$ cat config.mk
export PLATFORM = sky130hd
export DESIGN_NAME = dht11_edge_time_decoder
export DESIGN_NICKNAME = d
export VERILOG_FILES = /design/src/hdl/dhtd_pkg.sv /design/src/hdl/dhtd_ram.sv /design/src/hdl/dhtd_dp.sv /design/src/hdl/dhtd_ctrl.sv /design/src/hdl/dht11_edge_time_decoder.sv
export VERILOG_INCLUDE_DIRS = /design/src /design/src/hdl
export SDC_FILE = /design/constraint.sdc
export NUM_CORES = 2
export LEC_CHECK = 0
export BUFFER_PORTS_ARGS = -buffer_cell sky130_fd_sc_hd__buf_2
export CAP_MARGIN = 20
export CORE_UTILIZATION = 45
export CTS_CLUSTER_SIZE = 14
export DETAILED_ROUTE_END_ITERATION = 6
export GPL_TIMING_DRIVEN = 1
export SETUP_SLACK_MARGIN = 0.15
export SYNTH_ARGS = -nofsm -noshare
export SYNTH_HDL_FRONTEND = slang
export SYNTH_SLANG_ARGS = --single-unit
$ cat constraint.sdc
create_clock -name i_clk -period 5.6 [get_ports i_clk]
set_input_delay 0.28 -clock i_clk [delete_from_list [all_inputs] [get_ports i_clk]]
set_output_delay 0.28 -clock i_clk [all_outputs]
set_load 0.01 [all_outputs]
$ cat src/hdl/dht11_edge_time_decoder_macros.svh
// Assertion macros used by the edge time decoder controller.
`ifndef DHT11_EDGE_TIME_DECODER_MACROS_SVH
`define DHT11_EDGE_TIME_DECODER_MACROS_SVH

// The condition must hold at every clock edge outside reset.
`define DHTD_ASSERT_ALWAYS(lbl, cond) \
    lbl: assert property (@(posedge i_clk) disable iff (!i_rst_n) (cond)) \
        else $error("dhtd assertion failed");

// The consequent must hold in the cycle after the antecedent.
`define DHTD_ASSERT_NEXT(lbl, ante, cons) \
    lbl: assert property (@(posedge i_clk) disable iff (!i_rst_n) (ante) |=> (cons)) \
        else $error("dhtd assertion failed");

`endif

$ cat src/hdl/dhtd_pkg.sv
// Package with the types, codes and constants of the edge time decoder.
package dhtd_pkg;

    // Frame geometry and register reset value.
    localparam int          EDGE_SLOTS_DEF  = 84;
    localparam int          MIN_EDGES       = 81;
    localparam int          DATA_EDGES      = 80;
    localparam int          TIME_W          = 32;
    localparam int          FRAME_BITS      = 40;
    localparam logic [31:0] THRESHOLD_RESET = 32'd50000;

    // Input action codes.
    typedef enum logic [1:0] {
        ACT_START   = 2'd0,
        ACT_EDGE    = 2'd1,
        ACT_TIMEOUT = 2'd2
    } t_action;

    // Input transaction payload.
    typedef struct packed {
        logic [1:0]        action;
        logic [TIME_W-1:0] edge_time;
    } t_in;

    // Output transaction payload.
    typedef struct packed {
        logic [7:0] humidity;
        logic [7:0] temperature;
        logic       frame_error;
    } t_out;

    // Commands from the controller to the datapath.
    typedef struct packed {
        logic clear_count;
        logic store_edge;
        logic start_parse;
        logic read_en;
        logic load_out;
    } t_cmd;

    // Status from the datapath to the controller.
    typedef struct packed {
        logic short_now;
        logic at_last_edge;
        logic last_read;
    } t_sts;

endpackage

$ cat src/hdl/dhtd_ram.sv
// Generic single-port-write, single-port-read RAM with registered read data.
module dhtd_ram #(
    parameter int WIDTH = 32,
    parameter int DEPTH = 84
) (
    input  logic                     i_clk,
    input  logic                     i_we,
    input  logic [$clog2(DEPTH)-1:0] i_waddr,
    input  logic [WIDTH-1:0]         i_wdata,
    input  logic                     i_re,
    input  logic [$clog2(DEPTH)-1:0] i_raddr,
    output logic [WIDTH-1:0]         o_rdata
);

    logic [WIDTH-1:0] r_mem [DEPTH];
    logic [WIDTH-1:0] r_rdata;

    // Write port and registered read port.
    always_ff @(posedge i_clk) begin
        if (i_we) begin
            r_mem[i_waddr] <= i_wdata;
        end
        if (i_re) begin
            r_rdata <= r_mem[i_raddr];
        end
    end

    assign o_rdata = r_rdata;

endmodule

$ cat src/hdl/dhtd_dp.sv
// Datapath: edge count, timestamp store, serial interval decode and output register.
module dhtd_dp #(
    parameter int EDGE_SLOTS = dhtd_pkg::EDGE_SLOTS_DEF
) (
    input  logic                          i_clk,
    input  logic                          i_rst_n,
    input  logic                          i_cfg_we,
    input  logic [31:0]                   i_cfg_data,
    input  logic [dhtd_pkg::TIME_W-1:0]   i_edge_time,
    input  dhtd_pkg::t_cmd                i_cmd,
    output dhtd_pkg::t_sts                o_sts,
    output dhtd_pkg::t_out                o_out_data
);

    localparam int CW = $clog2(EDGE_SLOTS + 1);
    localparam int AW = $clog2(EDGE_SLOTS);
    localparam int RW = $clog2(dhtd_pkg::DATA_EDGES);
    localparam int TW = dhtd_pkg::TIME_W;
    localparam int FB = dhtd_pkg::FRAME_BITS;

    logic [CW-1:0]  r_count, n_count;
    logic [AW-1:0]  r_addr;
    logic [RW-1:0]  r_rd_cnt;
    logic           r_rd_vld;
    logic           r_rd_odd;
    logic [TW-1:0]  r_prev;
    logic [FB-1:0]  r_bits;
    logic           r_short;
    logic [31:0]    r_thresh;
    dhtd_pkg::t_out r_out;
    logic [TW-1:0]  rdata;
    logic [TW-1:0]  span;
    logic [7:0]     sum;
    logic           bad;

    // Edge count follows start, edge and finished parse.
    always_comb begin
        n_count = r_count;
        if (i_cmd.clear_count || i_cmd.load_out) begin
            n_count = '0;
        end else if (i_cmd.store_edge) begin
            n_count = r_count + CW'(1);
        end
    end

    always_ff @(posedge i_clk) begin
        if (!i_rst_n) begin
            r_count  <= '0;
            r_thresh <= dhtd_pkg::THRESHOLD_RESET;
        end else begin
            r_count <= n_count;
            if (i_cfg_we) begin
                r_thresh <= i_cfg_data;
            end
        end
    end

    // Timestamp store, written at the current count.
    dhtd_ram #(
        .WIDTH (TW),
        .DEPTH (EDGE_SLOTS)
    ) u_ram (
        .i_clk   (i_clk),
        .i_we    (i_cmd.store_edge),
        .i_waddr (r_count[AW-1:0]),
        .i_wdata (i_edge_time),
        .i_re    (i_cmd.read_en),
        .i_raddr (r_addr),
        .o_rdata (rdata)
    );

    // Read sequencer: 80 consecutive slots, starting one before the first data edge.
    always_ff @(posedge i_clk) begin
        if (!i_rst_n) begin
            r_rd_vld <= 1'b0;
        end else begin
            r_rd_vld <= i_cmd.read_en;
        end
    end

    always_ff @(posedge i_clk) begin
        if (i_cmd.start_parse) begin
            r_addr   <= AW'(n_count - CW'(dhtd_pkg::MIN_EDGES));
            r_rd_cnt <= '0;
            r_short  <= (n_count < CW'(dhtd_pkg::MIN_EDGES));
        end else if (i_cmd.read_en) begin
            r_addr   <= r_addr + AW'(1);
            r_rd_cnt <= r_rd_cnt + RW'(1);
        end
        if (i_cmd.read_en) begin
            r_rd_odd <= r_rd_cnt[0];
        end
    end

    // Even reads hold the earlier edge; odd reads close a pair and give one bit.
    assign span = rdata - r_prev;

    always_ff @(posedge i_clk) begin
        if (r_rd_vld) begin
            if (!r_rd_odd) begin
                r_prev <= rdata;
            end else begin
                r_bits <= {r_bits[FB-2:0], (span > r_thresh)};
            end
        end
    end

    // Checksum of the first four bytes against the fifth.
    assign sum = r_bits[39:32] + r_bits[31:24] + r_bits[23:16] + r_bits[15:8];
    assign bad = r_short || (sum != r_bits[7:0]);

    always_ff @(posedge i_clk) begin
        if (i_cmd.load_out) begin
            if (bad) begin
                r_out.humidity    <= 8'hFF;
                r_out.temperature <= 8'hFF;
                r_out.frame_error <= 1'b1;
            end else begin
                r_out.humidity    <= r_bits[39:32];
                r_out.temperature <= r_bits[23:16];
                r_out.frame_error <= 1'b0;
            end
        end
    end

    assign o_out_data         = r_out;
    assign o_sts.short_now    = (r_count < CW'(dhtd_pkg::MIN_EDGES));
    assign o_sts.at_last_edge = (r_count == CW'(EDGE_SLOTS - 1));
    assign o_sts.last_read    = (r_rd_cnt == RW'(dhtd_pkg::DATA_EDGES - 1));

endmodule

$ cat src/hdl/dhtd_ctrl.sv
// Controller: accepts transactions, sequences the parse and owns output valid.
`include "dht11_edge_time_decoder_macros.svh"

module dhtd_ctrl (
    input  logic           i_clk,
    input  logic           i_rst_n,
    input  logic           i_in_valid,
    input  logic [1:0]     i_action,
    output logic           o_in_stall,
    input  dhtd_pkg::t_sts i_sts,
    output dhtd_pkg::t_cmd o_cmd,
    output logic           o_out_valid,
    input  logic           i_out_stall
);

    typedef enum logic [3:0] {
        ST_IDLE   = 4'b0001,
        ST_READ   = 4'b0010,
        ST_DRAIN  = 4'b0100,
        ST_FINISH = 4'b1000
    } t_state;

    t_state         r_state, n_state;
    logic           r_out_valid, n_out_valid;
    logic           accept;
    logic           out_free;
    dhtd_pkg::t_cmd cmd;

    assign o_in_stall = (r_state != ST_IDLE);
    assign accept     = i_in_valid && !o_in_stall;
    assign out_free   = !r_out_valid || !i_out_stall;

    // Next state and commands.
    always_comb begin
        n_state = r_state;
        cmd     = '0;
        case (r_state)
            ST_IDLE: begin
                if (accept) begin
                    case (i_action)
                        dhtd_pkg::ACT_START: begin
                            cmd.clear_count = 1'b1;
                        end
                        dhtd_pkg::ACT_EDGE: begin
                            cmd.store_edge = 1'b1;
                            if (i_sts.at_last_edge) begin
                                cmd.start_parse = 1'b1;
                                n_state         = ST_READ;
                            end
                        end
                        dhtd_pkg::ACT_TIMEOUT: begin
                            cmd.start_parse = 1'b1;
                            n_state         = i_sts.short_now ? ST_FINISH : ST_READ;
                        end
                        default: begin
                        end
                    endcase
                end
            end
            ST_READ: begin
                cmd.read_en = 1'b1;
                if (i_sts.last_read) begin
                    n_state = ST_DRAIN;
                end
            end
            ST_DRAIN: begin
                n_state = ST_FINISH;
            end
            ST_FINISH: begin
                if (out_free) begin
                    cmd.load_out = 1'b1;
                    n_state      = ST_IDLE;
                end
            end
            default: begin
                n_state = ST_IDLE;
            end
        endcase
    end

    // Output valid holds until the result transaction completes.
    assign n_out_valid = (r_out_valid && i_out_stall) || cmd.load_out;

    always_ff @(posedge i_clk) begin
        if (!i_rst_n) begin
            r_state     <= ST_IDLE;
            r_out_valid <= 1'b0;
        end else begin
            r_state     <= n_state;
            r_out_valid <= n_out_valid;
        end
    end

    assign o_cmd       = cmd;
    assign o_out_valid = r_out_valid;

    // A finished parse with a free output register shows its result next cycle.
    `DHTD_ASSERT_NEXT(a_finish_loads, (r_state == ST_FINISH) && out_free, o_out_valid)
    // The last read moves the sequencer on to drain the RAM pipeline.
    `DHTD_ASSERT_NEXT(a_read_ends, (r_state == ST_READ) && i_sts.last_read, r_state == ST_DRAIN)
    // No edge is stored while a parse is running.
    `DHTD_ASSERT_ALWAYS(a_no_store_busy, (r_state == ST_IDLE) || !o_cmd.store_edge)

endmodule

$ cat src/hdl/dht11_edge_time_decoder.sv
// Start and edge transactions are accepted one per cycle while idle.
// A parse reads 80 timestamps serially from the edge RAM, one per cycle, then
// drains the RAM read register and loads the result when the output is free;
// a short frame skips the reads. Input stalls until the result is loaded.
// Reset (synchronous, active low) clears the edge count, the sequencer, output
// valid and sets the threshold to 50000; the timestamp RAM is not cleared.
module dht11_edge_time_decoder #(
    parameter int EDGE_SLOTS = dhtd_pkg::EDGE_SLOTS_DEF
) (
    input  logic           i_clk,
    input  logic           i_rst_n,
    input  logic           i_in_valid,
    output logic           o_in_stall,
    input  dhtd_pkg::t_in  i_in_data,
    output logic           o_out_valid,
    input  logic           i_out_stall,
    output dhtd_pkg::t_out o_out_data,
    input  logic           i_cfg_we,
    input  logic [31:0]    i_cfg_data
);

    dhtd_pkg::t_cmd cmd;
    dhtd_pkg::t_sts sts;

    // Sequencing and handshakes.
    dhtd_ctrl u_ctrl (
        .i_clk       (i_clk),
        .i_rst_n     (i_rst_n),
        .i_in_valid  (i_in_valid),
        .i_action    (i_in_data.action),
        .o_in_stall  (o_in_stall),
        .i_sts       (sts),
        .o_cmd       (cmd),
        .o_out_valid (o_out_valid),
        .i_out_stall (i_out_stall)
    );

    // Storage and decode.
    dhtd_dp #(
        .EDGE_SLOTS (EDGE_SLOTS)
    ) u_dp (
        .i_clk       (i_clk),
        .i_rst_n     (i_rst_n),
        .i_cfg_we    (i_cfg_we),
        .i_cfg_data  (i_cfg_data),
        .i_edge_time (i_in_data.edge_time),
        .i_cmd       (cmd),
        .o_sts       (sts),
        .o_out_data  (o_out_data)
    );

endmodule
=== After elaboration in Yosys (flattened, before gate mapping) ===
Memory sizes are Yosys's and may differ from the RTL's. A register that Yosys moved wholly into a read port is not among the register bits.
Index checks and enable logic that the tools add are counted.

* Equality and inequality tests: 15
* Reductions and logical operators: 14
* Muxes and demuxes: 23
* Order comparisons: 3
* Add/sub/neg operators: 8
* Bitwise operators: 1

{| class="wikitable"
|+ Operators with widths
! operator !! count
|-
| > comparator 32 bit || 1
|-
| subtractor 32 bit || 1
|-
| 2-to-1 mux 7 bit || 4
|-
| adder 8 bit || 3
|-
| adder 7 x 1 -> 7 bit, second input constant || 3
|-
| 2-to-1 mux 4 bit || 5
|-
| case mux 4 bit (4 select lines) || 1
|-
| equality test 7 bit, second input constant || 2
|-
| less-than comparator 7 bit, second input constant || 2
|-
| 2-to-1 mux 1 bit || 9
|-
| inequality test 8 bit || 1
|-
| case mux 4 bit (2 select lines) || 1
|-
| subtractor 7 bit, second input constant || 1
|-
| 2-to-1 mux 3 bit || 2
|-
| inequality test 3 bit, second input constant || 2
|-
| AND reduction 5 bit || 1
|-
| equality test 4 x 1 -> 1 bit, second input constant || 1
|-
| equality test 4 x 2 -> 1 bit, second input constant || 1
|-
| equality test 4 x 3 -> 1 bit, second input constant || 1
|-
| equality test 4 bit, second input constant || 1
|-
| logical OR 1 bit || 4
|-
| inequality test 2 x 1 -> 1 bit, second input constant || 2
|-
| inequality test 4 x 1 -> 1 bit, second input constant || 1
|-
| AND reduction 2 bit || 2
|-
| other kinds (9) || 12
|}

* Register bits after elaboration: 150
* Logic and storage cells: 79
* RAM bits: 2,688
* Memories kept: 1
* Output and inout bits: 19

{| class="wikitable"
|+ Memories
! memory !! words !! bits a word !! rd ports !! clocked after memory_dff !! wr ports !! line !! source
|-
| u_dp.u_ram.r_mem || 84 || 32 || 1 || 1 || 1 || dhtd_ram.sv:15 || <nowiki>logic [WIDTH-1:0] r_mem [DEPTH];</nowiki>
|}

=== Depth between registers and ports, before layout ===
* Word-level depth: 9
* Depth in mapped cells: 20

=== Modules after synthesis ===
A second synthesis with hierarchy kept.

* Cells, all modules: 5,290
* Area total of the unflattened synthesis: 112,397.8 sq um

{| class="wikitable"
|+ By module, submodules not included
! module !! area each (sq um) !! times used !! seq. area each (sq um) !! cells an instance
|-
| dhtd_ram || 103,646.9 || 1 || 81,678.3 || 4,472
|-
| dhtd_dp || 8,338.0 || 1 || 3,883.7 || 775
|-
| dhtd_ctrl || 412.9 || 1 || 100.1 || 43
|}

=== Least setup slack after synthesis ===
Ideal clock, no wire load.

* Path kind: reg2reg
* Start: register u_ctrl.r_state[2]
* End: register u_dp.r_rd_cnt[5]
* Cell stages (with the launch flop): 6
* Required time: 5.529 ns
* Period minus slack after synthesis: 4.253 ns
* Path slack: 1.347 ns
* Arrival time: 4.182 ns
* Cell sequence: dfxtp_1 -> nand2b_1 -> nor3_1 -> nand4_1 -> or3_1 -> a21oi_1

{| class="wikitable"
|+ RTL lines
! element !! line !! source
|-
| start: declaration || dhtd_ctrl.sv:23 || <nowiki>t_state r_state, n_state;</nowiki>
|-
| start signal: assignment || dhtd_ctrl.sv:89 || <nowiki>r_state <= n_state;</nowiki>
|-
| end signal: assignment || dhtd_dp.sv:88 || <nowiki>r_rd_cnt <= r_rd_cnt + RW'(1);</nowiki>
|-
| end: declaration || dhtd_dp.sv:23 || <nowiki>logic [RW-1:0] r_rd_cnt;</nowiki>
|}

=== Worst setup path in the final report ===
* Start: register u_dp.u_ram.r_rdata[6], in the netlist u_dp.u_ram.o_rdata[6] (read register of u_dp.u_ram.r_mem)
* End: register u_dp.r_bits[0] (data pin)

* Longest elaborated chain between the ends: 2

{| class="wikitable"
|+ Ends and longest elaborated chain
! element !! line !! source
|-
| start: declaration || dhtd_ram.sv:16 || <nowiki>logic [WIDTH-1:0] r_rdata;</nowiki>
|-
| subtractor 32 bit || dhtd_dp.sv:96 || <nowiki>assign span = rdata - r_prev;</nowiki>
|-
| > comparator 32 bit || dhtd_dp.sv:103 || <nowiki>r_bits <= {r_bits[FB-2:0], (span > r_thresh)};</nowiki>
|-
| end signal: assignment || dhtd_dp.sv:103 ||
|-
| end: declaration || dhtd_dp.sv:27 || <nowiki>logic [FB-1:0] r_bits;</nowiki>
|}

No other way between the ends.
A chain may end at the register's enable or synchronous reset.

==> metrics <==
grt total ovfl=0; vias per inst=5.904; initial antenna violation count=17; total power=0.04719 W; worst hold slack=0.08015 ns; Critical Path RT=6.23 ns; Via Count=51526; Worst Hold Launch=i_in_data[32]; Initial DRC Count=6388; io pins=90; pin count of the biggest net entering global routing=127; post-synthesis register bit count=2870; Rows=182; Placer Congestion=0.8124; Synth Flop Type=edfxtp_1; Critical Path AT=5.14 ns; Clk pin slew, worst setup/hold paths=0.06 ns; Final Skew=0.07646 ns; cell with the most instances after synthesis=edfxtp_1; Skew-Pair Late Insertion Delay=0.95 ns; Sw Ratio=0.2231; synthesized instance count=4773; postcts setup bufs=0; min cycle time layout=4.511 ns; final worst-path cycle share=0.8055; max cap viols=0; run status=completed; Synth top area share=0.7581; htree depth=5; layout cells sized above 1=0.3050; CP max FO=5; P_leak=40.09 nW; Clock power frac=0.410; FMAX=221.7 MHz; R2R Path Start=u_dp.u_ram.o_rdata[6]$_DFFE_PP_; Commonest cells post-synth=edfxtp_1 (2818), mux4_2 (864), nor2_1 (158), clkbuf_1 (118), inv_1 (80); max_slew headroom=0.2337; TritonCTS Sinks=2870; sequential power share=0.504; initial core utilization=0.4535; area delta synth->final=14.31%; # setup viols final=0; Slew @ Worst Pin=1.149 ns; hold path cells=7; count of different cell masters after synthesis=59; Wirelength per Cell=31.73 um; Critical Setup Path Class=register to register; Int Power=0.03666 W; hold endpoint=u_ctrl.r_state[1]$_SDFFE_PN0P_; Avg Inst Size Synth=23.39 um^2; total number of yosys warnings=0; Horiz. Die Dim=500.1 um; Core ar.=0.2462 mm^2; total CTS buffers=310; Fin. Hold Viols=0; Sum Neg Setup Slack=0 ns; reg2reg path depth=16; Peak supply drop=0.3755 mV; HP Class=primary input to register; DRT antenna net count=0; Detailed Routing Iterations Pass 1=5; All-Layer GR Usage=0.2226; first-pass GRT wire length=392300 um; R2R setup slack=1.09 ns; TritonCTS clock tree=built; total routed wirelength=276900 um; Gate power share=0.086; final number of max-transition violations=0; vias in the first global route=52625; residual DRC count=0; crit end category=register; Mapped Area=0.1116 mm^2; nets=5354; Psw=0.01053 W; Root Buffer=clkbuf_16; Worst setup SP type=register; port bufs=89; Post-synth EDFFs=2818; unrepaired setup endpoints after global routing=no; Synth area leader=edfxtp_1; Reg-to-Reg End=u_dp.r_bits[0]$_DFFE_PP_; Power Density=369.8 mW/mm^2; Post-DP HPWL=154700 um; die area=0.2501 mm^2; Async S/R FF share, synth=0; Post-Syn Nets=4936; chip height=500.1 um; post-synthesis sequential area ratio=0.7674; ranking of synthesized cells by area=edfxtp_1 (76%), mux4_2 (17%), dfxtp_1 (0.93%), ha_1 (0.86%), mux2i_1 (0.57%); CTS Buffer Depth=4
-- cells by family (layout without fill, tap and decap cells) --
kind of cell | Yosys count | in the layout | synth area share
AOI/OAI and AO/OA | 175 | 175 | 0.009730
and+or+nand+nor | 334 | 334 | 0.01432
buffers and inverters | 308 | 935 | 0.01198
muxes | 928 | 928 | 0.1801
DFF | 2870 | 2870 | 0.7674
xor gates and xnor gates | 66 | 66 | 0.005178
adders and majority gates | 92 | 92 | 0.01132
other | 0 | 15 | 0
-- worst max path at each step --
stage | slack, ns | cells after the start | endpoint | from
2_1_floorplan | 1.35 | 5 | u_dp.r_rd_cnt[5]$_SDFFE_PP0P_ | u_ctrl.r_state[2]$_SDFFE_PN0P_
3_3_place_gp | 1.15 | 16 | u_dp.r_bits[0]$_DFFE_PP_ | u_dp.u_ram.o_rdata[6]$_DFFE_PP_
3_5_place_dp | 1.10 | 16 | u_dp.r_bits[0]$_DFFE_PP_ | u_dp.u_ram.o_rdata[6]$_DFFE_PP_
4_1_cts | 1.08 | 16 | u_dp.r_bits[0]$_DFFE_PP_ | u_dp.u_ram.o_rdata[6]$_DFFE_PP_
5_1_grt | 0.71 | 17 | u_dp.r_bits[0]$_DFFE_PP_ | u_dp.u_ram.o_rdata[6]$_DFFE_PP_
6_report | 1.09 | 16 | u_dp.r_bits[0]$_DFFE_PP_ | u_dp.u_ram.o_rdata[6]$_DFFE_PP_
-- cell usage in the layout, fill, tap and decap left out, drive strengths merged, types with 2 or more instances in the layout --
cell / count
or2: 20
a211oi: 5
nor2b: 41
dfxtp: 52
a311oi: 2
xnor2: 43
bufinv: 22
or3: 2
clkbuf: 365
o21bai: 4
dlygate4sd3: 70
mux4: 864
buf: 264
edfxtp: 2818
nand4: 12
a21oi: 78
and2: 14
a31o: 4
nand3: 13
nand3b: 5
fa: 15
nor2: 158
nor4: 5
clkinvlp: 4
a21o: 19
diode: 15
and3: 7
nor3: 6
xor2: 23
clkinv: 123
o211ai: 11
o21ai: 23
mux2i: 64
o21a: 15
inv: 87
nand2b: 4
ha: 77
nand2: 41
-- metal layers --
layer	part of all wire	up-vias	global-route usage
met1	0.41	28073	0.3131
met4	0.026	6	0.05965
li1	-	21110	-
met2	0.49	1929	0.3633
met3	0.071	408	0.03505
met5	0.00012	-	0
-- layout make-up --
cell class | instances | area, um^2
antenna | 15 | 37.54
clock buffer | 365 | 8070
clock inverter | 156 | 1335
fill | 18896 | 118600
inverter | 80 | 300.3
multi-input combinational | 1595 | 25290
sequential | 2870 | 85660
tap | 3312 | 4144
timing repair buffer | 334 | 2760
-- power by group through the flow --
| stage | Clock, W | Combinational (W) | Sequential (W) |
|---|---|---|---|
| after floorplan | 0 | 0.00243 | 0.0242 |
| after detailed placement | 0 | 0.00408 | 0.0242 |
| after global placement | 0 | 0.00405 | 0.0242 |
| after global routing | 0.0204 | 0.00428 | 0.0238 |
| after CTS | 0.0196 | 0.00413 | 0.0238 |
| final | 0.0193 | 0.00406 | 0.0238 |
-- registers in the layout, indices dropped and copies added, names as in the netlist --
register,count
u_dp.u_ram.r_mem,2688
u_dp.r_bits,40
u_dp.r_prev,32
u_dp.r_thresh,32
u_dp.u_ram.o_rdata,32
u_dp.o_out_data,17
u_dp.r_addr,7
u_dp.r_count,7
u_dp.r_rd_cnt,7
u_ctrl.r_state,4
u_ctrl.o_out_valid,1
u_dp.r_rd_odd,1
u_dp.r_rd_vld,1
u_dp.r_short,1
-- worst max-delay path: stages (launching register included) --
cell,delay (ns)
edfxtp_1,0.40
ha_1,0.38
a21oi_1,0.19
o21ai_0,0.15
a2111oi_0,0.67
a21oi_1,0.21
o31ai_1,0.35
nand3_1,0.14
a31o_2,0.25
a21oi_1,0.17
xnor2_1,0.14
ha_1,0.26
a21o_1,0.16
a21o_1,0.17
a221oi_1,0.25
o221ai_1,0.17
a2bb2oi_1,0.16
-- what timing repair did --
action	4_1_cts	5_1_grt
gates resized for setup	0	0
hold buffers	70	0
endpoints found under the setup margin	0	0
endpoints found under the hold margin	84	0
-- metrics by stage --
stage | cell area (um^2) | utilization | setup slack, ns | std cells
2_1_floorplan | 111600 | - | 1.347 | 4773
3_3_place_gp | 117400 | 0.4770 | 1.154 | 8119
3_5_place_dp | 117400 | 0.4771 | 1.099 | 8120
4_1_cts | 127500 | 0.5181 | 1.085 | 8711
5_1_grt | 127600 | 0.5182 | 0.7120 | 8714
6_report | 127600 | 0.5183 | 1.089 | 8727
Power figures use the tool's default switching activity.
